`config.mk`:
```
export PLATFORM = sky130hd
export DESIGN_NAME = lphm_hash
export DESIGN_NICKNAME = d
export VERILOG_FILES = /design/src/design/lphm_pkg.sv /design/src/design/lphm_hash.sv
export SDC_FILE = /design/constraint.sdc
export NUM_CORES = 1
export LEC_CHECK = 0
export BUFFER_PORTS_ARGS = -buffer_cell sky130_fd_sc_hd__buf_2
export CORE_MARGIN = 2
export CORE_UTILIZATION = 25
export CTS_CLUSTER_SIZE = 20
export DETAILED_ROUTE_END_ITERATION = 10
export SLEW_MARGIN = 10
export SYNTH_ARGS = -nofsm -noshare
export SYNTH_HDL_FRONTEND = slang
export SYNTH_SLANG_ARGS = --single-unit
```
`constraint.sdc`:
```
create_clock -name clk -period 4.62 [get_ports clk]
set_clock_uncertainty 0.05 [all_clocks]
set_input_delay 0.693 -clock clk [delete_from_list [all_inputs] [get_ports clk]]
set_output_delay 0.693 -clock clk [all_outputs]
set_load 0.005 [all_outputs]
```
`src/design/lphm_pkg.sv`:
```
// Shared types and constants for the linear-probe hash map.
// No dependencies; imported by lphm_hash and linear_probe_hash_map_unit.
`timescale 1ns / 1ps
`default_nettype none

package lphm_pkg;

  // Field widths.
  localparam int KEY_W = 32;
  localparam int VAL_W = 16;
  localparam int OP_W  = 2;
  localparam int ST_W  = 3;

  // Operation codes.
  localparam logic [OP_W-1:0] OP_INSERT = 2'd0;
  localparam logic [OP_W-1:0] OP_REMOVE = 2'd1;
  localparam logic [OP_W-1:0] OP_LOOKUP = 2'd2;

  // Result status codes.
  localparam logic [ST_W-1:0] ST_INSERTED = 3'd0;
  localparam logic [ST_W-1:0] ST_UPDATED  = 3'd1;
  localparam logic [ST_W-1:0] ST_REMOVED  = 3'd2;
  localparam logic [ST_W-1:0] ST_NOTFOUND = 3'd3;
  localparam logic [ST_W-1:0] ST_FULL     = 3'd4;
  localparam logic [ST_W-1:0] ST_HIT      = 3'd5;

  // Reserved key codes and the multiplicative hash constant.
  localparam logic [KEY_W-1:0] KEY_EMPTY = 32'h0000_0000;
  localparam logic [KEY_W-1:0] KEY_TOMB  = 32'hFFFF_FFFF;
  localparam logic [KEY_W-1:0] HASH_MULT = 32'd2654435761;

  // Sequencer states.
  typedef enum logic [1:0] {
    S_CLEAR,
    S_IDLE,
    S_HASH,
    S_PROBE
  } state_t;

endpackage

`default_nettype wire

```
`src/design/lphm_hash.sv`:
```
// Start-slot hash: low slot-index bits of key times the hash constant, registered.
// Depends on lphm_pkg.
`timescale 1ns / 1ps
`default_nettype none

module lphm_hash #(
  parameter int IW = 10
) (
  input  logic                       clk,
  input  logic                       load,
  input  logic [lphm_pkg::KEY_W-1:0] key,
  output logic [IW-1:0]              slot
);
  import lphm_pkg::*;

  // Only the low IW bits of the product are kept, and they depend only on
  // the low IW bits of each operand.
  localparam logic [IW-1:0] MULT_LO = HASH_MULT[IW-1:0];

  logic [IW-1:0] prod;
  logic [IW-1:0] slot_r;

  assign prod = key[IW-1:0] * MULT_LO;

  // Register the product so the multiplier stands alone in its path.
  always_ff @(posedge clk) begin
    if (load) begin
      slot_r <= prod;
    end
  end

  assign slot = slot_r;

endmodule

`default_nettype wire

```
==> out/metrics.yaml, run 1 <==
status: "finished clean"
antenna_found_initial: 0
port_buffers: 21
finalWirelength_um: 1280
wl_per_cell_um: 11.4
critical_path_required_ns: 4.57
syn_nets: 111
cpMaxStageDelayCell: "fa_1"
initial_core_util_pct: 25.8
hold_viol_final: 0
cp-start-kind: "input port"
largest_register_ff_count: 10
power_density_mw_per_mm2: 358
die_height_um: 59.5
cp-end-kind: "flop"
post-route-period-util_pct: 77.1
cts_buffer_depth: 2
path_delay_family: "adder cells"
hold_buffers: 0
min_path_type: "input port to flop"
grt-ovfl-total: 0
cts_tree: "done"
syn_inst: 55
final-setup-viol-count: 0
cts.sinks: 10
worst_slack_ns: 1.06
grt_setup_unrepaired: "false"
placementRows: 20
drtIter0Drc: 12
drcViolationCount: 0
yosysSeqAreaShare_pct: 39.0
cts.clk_slew.worst_paths_ns: 0.07
stdcell_area_um2: 942
finalNonFillerCells: 113
final_util_pct: 31.6
p_leak_nw: 0.474
dp_slack_ns: 0.755
dp_cells: 109
num_antenna_cells: 0
power_mw: 0.337
root_buffer: "clkbuf_4"
die-area_mm2: 0.00354
critPathMaxStageDelay_ns: 0.54
syn_area_um2: 769
core_region_area_mm2: 0.00298
holdWs_ns: 0.601
synth_area_leaders: "edfxtp_1 (39%), ha_1 (29%), fa_1 (10%)"
worstPathArrival_ns: 3.52
cts_buffers: 3
cap_violations: 0
viasPerCell: 4.14
path_cells: "buf_2 -> ha_1 -> ha_1 -> inv_1 -> fa_1 -> inv_1 -> fa_1 -> ha_1 -> a21oi_1 -> xnor3_1"
place_hpwl_um: 1140
ir_worst_vdd_uv: 75.8
critPathBufInv: 3
grt_usage_pct: 8.39
critPathKind: "input port to flop"
final_antenna_net_count: 0
h-tree-depth: 1
tightest_slew_ns: 0.224
ys_ff_latch: 10
first_global_vias: 507
cts_setup_buffers: 0
layout.nets: 137
cpMostUsedCell: "ha_1"
grt_max_degree: 11
final_common_cell: "buf_2"
layout-drive-gt1-share_pct: 30.0
finalMaxSlewViolations: 0
crit_fanout: 4
cts_resized: 0
yosysWarnings: 0
final_cell_mix: "buf_2 (21), ha_1 (18), inv_1 (12)"
yosysUniqueCellTypes: 8
avgSynthCellArea_um2: 14.0
synth_top_area_cell: "edfxtp_1"
synth_top_area_share_pct: 39.0
die_x_um: 59.5
gp_congestion: 0.714
first_pass_iters: 4
syn_to_final_growth_pct: 22.4
fin_crit_ns: 3.56
dpl-instance-area_um2: 916
tns_ns: 0
pin_count: 44
vias: 468
slew-limit-headroom_pct: 85.1
fmax_mhz: 281
grt_pass1_wl_um: 2100
[path summary, 6_finish.rpt]
check	cells past startpoint	endpoint	slack, ns	startpoint
max	10	slot[9]	1.06	key[0]
min	1	slot[1]	0.60	key[1]
[synth_stat cells]
master,number
fa_1,4
xnor3_1,2
a21oi_1,1
inv_1,12
a21o_1,1
edfxtp_1,10
ha_1,18
xnor2_1,7
[layer usage]
layer | GRT usage [%] | wire length, um
met4 | 6.82 | 19
met3 | 0.655 | 41
met1 | 9.21 | 521
met2 | 14.6 | 700
met5 | 0 | 0
[cells by family after synthesis]
group / count (synthesis) / share of synthesized area [%]
buffers and inverters: 12 / 5.85
XOR/XNOR: 9 / 13.8
adder cells (fa/ha/maj): 22 / 39.7
AO/OA/AOI/OAI: 2 / 1.63
flip-flops: 10 / 39.0
[power by group]
group / internal, mW / switching (mW) / total, mW
Clock: 0.0311 / 0.0279 / 0.0590
Combinational: 0.0802 / 0.0663 / 0.147
Sequential: 0.128 / 0.00334 / 0.132
[layout make-up]
cell class / instances / area, um2
clock buffer: 3 / 22.5
multi-input combinational: 33 / 424
timing repair buffer: 21 / 105
clock inverter: 1 / 3.75
fill: 315 / 2040
inverter: 12 / 45.0
tap: 33 / 41.3
sequential: 10 / 300
No activity file was read; power rests on OpenSTA's default activity.
==> inputs of run 2 (changes only) <==
- ABC_AREA: not set -> 1
- clock period: 4.62 -> 2.9 ns (I/O delays scaled with it)
==> run 2 against run 1 <==
Effect of this change: synthesized cell count increased by 130%; combinational power increased by 120%; worst hold slack got worse by 0.25 ns; global-route usage rose by 0.74 points; core utilization rose by 4.2 points; non-clock buffer count up 5; total power is 96% higher; wire length increased by 31%; sequential power up 55%; via count is 71% higher; final area rose by 40%; die area is 24% higher; highest routed layer is now met3.
==> out/metrics.yaml, run 2 <==
die_x_um: 66.3
yosysWarnings: 0
min_path_type: "input port to flop"
post-route-period-util_pct: 100
worst_slack_ns: 0.000566
ir_worst_vdd_uv: 130
die-area_mm2: 0.00439
critPathKind: "input port to flop"
place_hpwl_um: 1520
cts_buffer_depth: 2
grt_max_degree: 11
antenna_found_initial: 0
grt_setup_unrepaired: "true"
cts.clk_slew.worst_paths_ns: 0.04
syn_inst: 125
fin_crit_ns: 2.90
synth_flop_cell: "edfxtp_1"
drtIter0Drc: 41
final_cell_mix: "nand2_1 (44), inv_1 (26), buf_2 (18)"
syn_to_final_growth_pct: 36.4
h-tree-depth: 1
busiest_layer: "met2"
met2_usage_pct: 16.5
grt_pass1_wl_um: 3260
hold_viol_final: 0
power_density_mw_per_mm2: 499
stdcell_area_mm2: 0.00132
pin_count: 44
avgSynthCellArea_um2: 7.76
yosysUniqueCellTypes: 8
grt_use_met3_pct: 0.852
holdWs_ns: 0.351
dp_slack_ns: -0.310
viasPerCell: 3.94
synth_edf_count: 10
core_region_area_mm2: 0.00369
die_height_um: 66.3
fillers: 394
final-setup-viol-count: 0
first_global_vias: 858
finalMaxSlewViolations: 0
cts_tree: "done"
cpMaxStageDelayCell: "fa_1"
cap_violations: 0
finalWirelength_um: 1690
fmax_mhz: 345
num_antenna_cells: 0
root_buffer: "clkbuf_8"
cp-start-kind: "input port"
largest_register_ff_count: 10
power_mw: 0.660
layout-drive-gt1-share_pct: 25.8
critPathMaxStageDelay_ns: 0.48
syn_nets: 181
finalNonFillerCells: 203
tightest_slew_ns: 0.217
placementRows: 22
wl_per_cell_um: 8.30
dpl-instance-area_mm2: 0.00125
port_buffers: 21
critical_path_required_ns: 2.83
p_leak_nw: 0.706
status: "finished clean"
gp_congestion: 0.727
grtUsageMet1_pct: 11.8
dp_cells: 199
hold_buffers: 0
grt-ovfl-total: 0
synth_top_area_cell: "edfxtp_1"
syn_area_um2: 970
yosysSeqAreaShare_pct: 31.0
synth_top_area_share_pct: 31.0
initial_core_util_pct: 26.3
cts.sinks: 10
cts_buffers: 3
final_antenna_net_count: 0
cts_setup_buffers: 0
async_flop_share_pct: 0
first_pass_iters: 4
synth_common_cells: "nand2_1 (46), inv_1 (28), ha_1 (18)"
slew-limit-headroom_pct: 85.5
worstPathArrival_ns: 2.83
path_cells: "buf_8 -> ha_4 -> ha_4 -> inv_2 -> fa_1 -> inv_1 -> fa_1 -> ha_4 -> nand3_1 -> nand3_1 -> nand3_1 -> nand2_1 -> nand2_1 -> inv_1 -> nor2_1"
drcViolationCount: 0
cp-end-kind: "flop"
ys_ff_latch: 10
layout.nets: 212
synth.most_common_cell: "nand2_1"
final_common_cell: "nand2_1"
crit_fanout: 4
synth_area_leaders: "edfxtp_1 (31%), ha_1 (23%), nand2_1 (18%)"
grt_usage_pct: 9.13
vias: 799
-- run 2: cell count changes in the layout (fill, tap and decap cells not counted), moves of 6 or more --
cell	change
xnor2_1	-6
nand2_1	+44
inv_1	+14
ha_1	-6
ha_4	+6
nand3_1	+8
nor2_1	+9
-- run 2: cells by family after synthesis --
logic type                 share of synthesized area, %
DFF                                                31.0
buffers and inverters                              10.8
adders and majority gates                          31.5
and+or+nand+nor                                    25.8
xor gates and xnor gates                          0.903
-- run 2: where the power goes --
part / switching [mW] / internal [mW] / leakage, nW
Clock: 0.0465 / 0.0920 / 0.0231
Combinational: 0.160 / 0.158 / 0.585
Sequential: 0.00490 / 0.199 / 0.0979
Total: 0.211 / 0.449 / 0.706
-- run 2: final cells by class --
type                            count  area, um2  share of cell area (%)
Inverter                           28        105                    7.95
Tap cell                           48       60.1                    4.54
Timing Repair Buffer               26        165                    12.5
Multi-Input combinational cell     87        647                    48.9
Clock inverter                      1       3.75                   0.284
Sequential cell                    10        300                    22.7
Clock buffer                        3       41.3                    3.12
-- run 2: path summary, 6_finish.rpt --
check                  start      end  slack, ns  cells after the start
worst max-delay path  key[0]  slot[9]     0.0006                     15
worst min-delay path  key[1]  slot[1]       0.35                      1
-- run 2: metal layers --
layer	share of wire, %	routed length (um)	vias to the layer above
met1	51	858	337
met5	0	0	-
li1	-	-	442
met4	0	0	0
met2	42	711	20
met3	6.8	115	0
-- run 2: timing repair --
action,CTS,global route
gates resized for setup,1,8
pin swaps,0,2
setup endpoints to repair,1,1
hold endpoints to repair,0,0
-- run 2: through the flow --
stage / setup TNS, ns / util (%)
after detailed placement: -0.378 / 33.9
final: 0 / 35.9
after floorplan: -0.0293 / -
after CTS: -0.0525 / 35.2
after global routing: -0.169 / 35.9
after global placement: -0.348 / 33.9
-- run 2: worst max-delay path: cells and delay by family --
family	cells	cell delay (ns)
buffers and inverters	4	0.23
adder cells (fa/ha/maj)	5	1.77
AND/OR/NAND/NOR	6	0.40
==> inputs of run 3 (changes only) <==
- RECOVER_POWER: not set -> 50
==> run 3 against run 2 <==
Effect of this change: combinational power barely moved; final cell count is the same; worst hold slack about the same; largest cell class unchanged; core utilization fell by 0.14 points; clock power about the same; clock-buffer cell count is the same; first-iteration DRC count rose by 37%; sequential power about the same; sequential share of layout area rose by 0.086 points; global-route usage unchanged.
==> out/metrics.yaml, run 3 (same netlist as run 2, synthesis figures left out) <==
die_x_um: 66.3
cts.sinks: 10
first_pass_iters: 4
clockPowerShare_pct: 21.0
hold_viol_final: 0
antenna_found_initial: 0
cpMaxStageDelayCell: "fa_1"
crit_fanout: 4
p_comb_share_pct: 48.0
die_height_um: 66.3
finalNonFillerCells: 203
wl_per_cell_um: 8.29
slew-limit-headroom_pct: 66.3
fillers: 396
cts_tree: "done"
cts_buffer_depth: 2
seqPwrFrac_pct: 30.9
die-area_mm2: 0.00439
drcViolationCount: 0
cts_setup_buffers: 0
dpl-instance-area_mm2: 0.00125
tns_ns: 0
intPower_mw: 0.448
port_buffers: 21
root_buffer: "clkbuf_8"
path_delay_family: "adder cells"
grt_pass1_wl_um: 3260
cts.clk_slew.worst_paths_ns: 0.04
power.share.switching_pct: 32.0
final_cell_mix: "nand2_1 (44), inv_1 (26), buf_2 (17)"
grt_setup_unrepaired: "true"
stdcell_area_mm2: 0.00132
final-setup-viol-count: 0
core_region_area_mm2: 0.00369
hold_buffers: 0
ir_worst_vdd_uv: 130
final_antenna_net_count: 0
critPathBufInv: 4
tightest_slew_ns: 0.506
grt_max_degree: 11
cap_violations: 0
h-tree-depth: 1
final_util_pct: 35.7
fmax_mhz: 345
first_global_vias: 858
vias: 797
cp-start-kind: "input port"
layout-drive-gt1-share_pct: 24.5
grt_usage_pct: 9.13
path_cells: "buf_8 -> ha_4 -> ha_4 -> inv_2 -> fa_1 -> inv_1 -> fa_1 -> ha_4 -> nand3_1 -> nand3_1 -> nand3_1 -> nand2_1 -> nand2_1 -> inv_1 -> nor2_1"
worst_slack_ns: 0.000459
viasPerCell: 3.93
worstPathArrival_ns: 2.83
placementRows: 22
p_leak_nw: 0.700
gp_congestion: 0.727
finalMaxSlewViolations: 0
p_switching_mw: 0.211
min_path_type: "input port to flop"
drtIter0Drc: 56
power_mw: 0.659
num_antenna_cells: 0
largest_register_ff_count: 10
critPathMaxStageDelay_ns: 0.48
power_density_mw_per_mm2: 500
fin_crit_ns: 2.90
holdWs_ns: 0.351
status: "finished clean"
dp_slack_ns: -0.310
place_hpwl_um: 1520
cp-end-kind: "flop"
finalWirelength_um: 1680
cts_buffers: 3
layout.nets: 212
final_common_cell: "nand2_1"
syn_to_final_growth_pct: 35.9
pin_count: 44
dp_cells: 199
post-route-period-util_pct: 100
initial_core_util_pct: 26.3
critPathKind: "input port to flop"
critical_path_required_ns: 2.83
grt-ovfl-total: 0
[run 3: changes by cell type in the layout (fill, tap and decap cells not counted)]
| cell | delta |
|---|---|
| buf_2 | -1 |
| buf_4 | -1 |
| clkbuf_1 | +2 |
[run 3: area by class of cell]
cell class,count,area (um2),area share (%)
clock buffer,3,41.3,3.13
clock inverter,1,3.75,0.285
inverter,28,105,7.98
multi-input combinational,87,647,49.1
sequential,10,300,22.8
tap,48,60.1,4.56
timing repair buffer,26,160,12.2
[run 3: power by group through the flow]
stage	combinational [mW]	clock [mW]	sequential, mW
after floorplan	0.198	0	0.213
after global placement	0.308	0	0.206
after detailed placement	0.312	0	0.207
after CTS	0.314	0.142	0.204
after global routing	0.372	0.148	0.206
final	0.317	0.139	0.204
[run 3: timing repair]
action                                  4_1_cts  5_1_grt
pin swaps                                     0        2
hold endpoints to repair                      0        0
resized for setup                             1        8
endpoints found under the setup margin        1        1
[run 3: path summary, 6_finish.rpt]
check  startpoint      end  slack (ns)  cells past startpoint
max        key[0]  slot[9]      0.0005                     15
min        key[1]  slot[1]        0.35                      1
[run 3: routing by layer]
metal  GRT usage, %  part of all wire, %  vias up
met5              0                    0        -
met4           1.53                    0        0
met3          0.852                  6.8        0
met2           16.5                   42       20
met1           11.8                   51      335
li1               -                    -      442
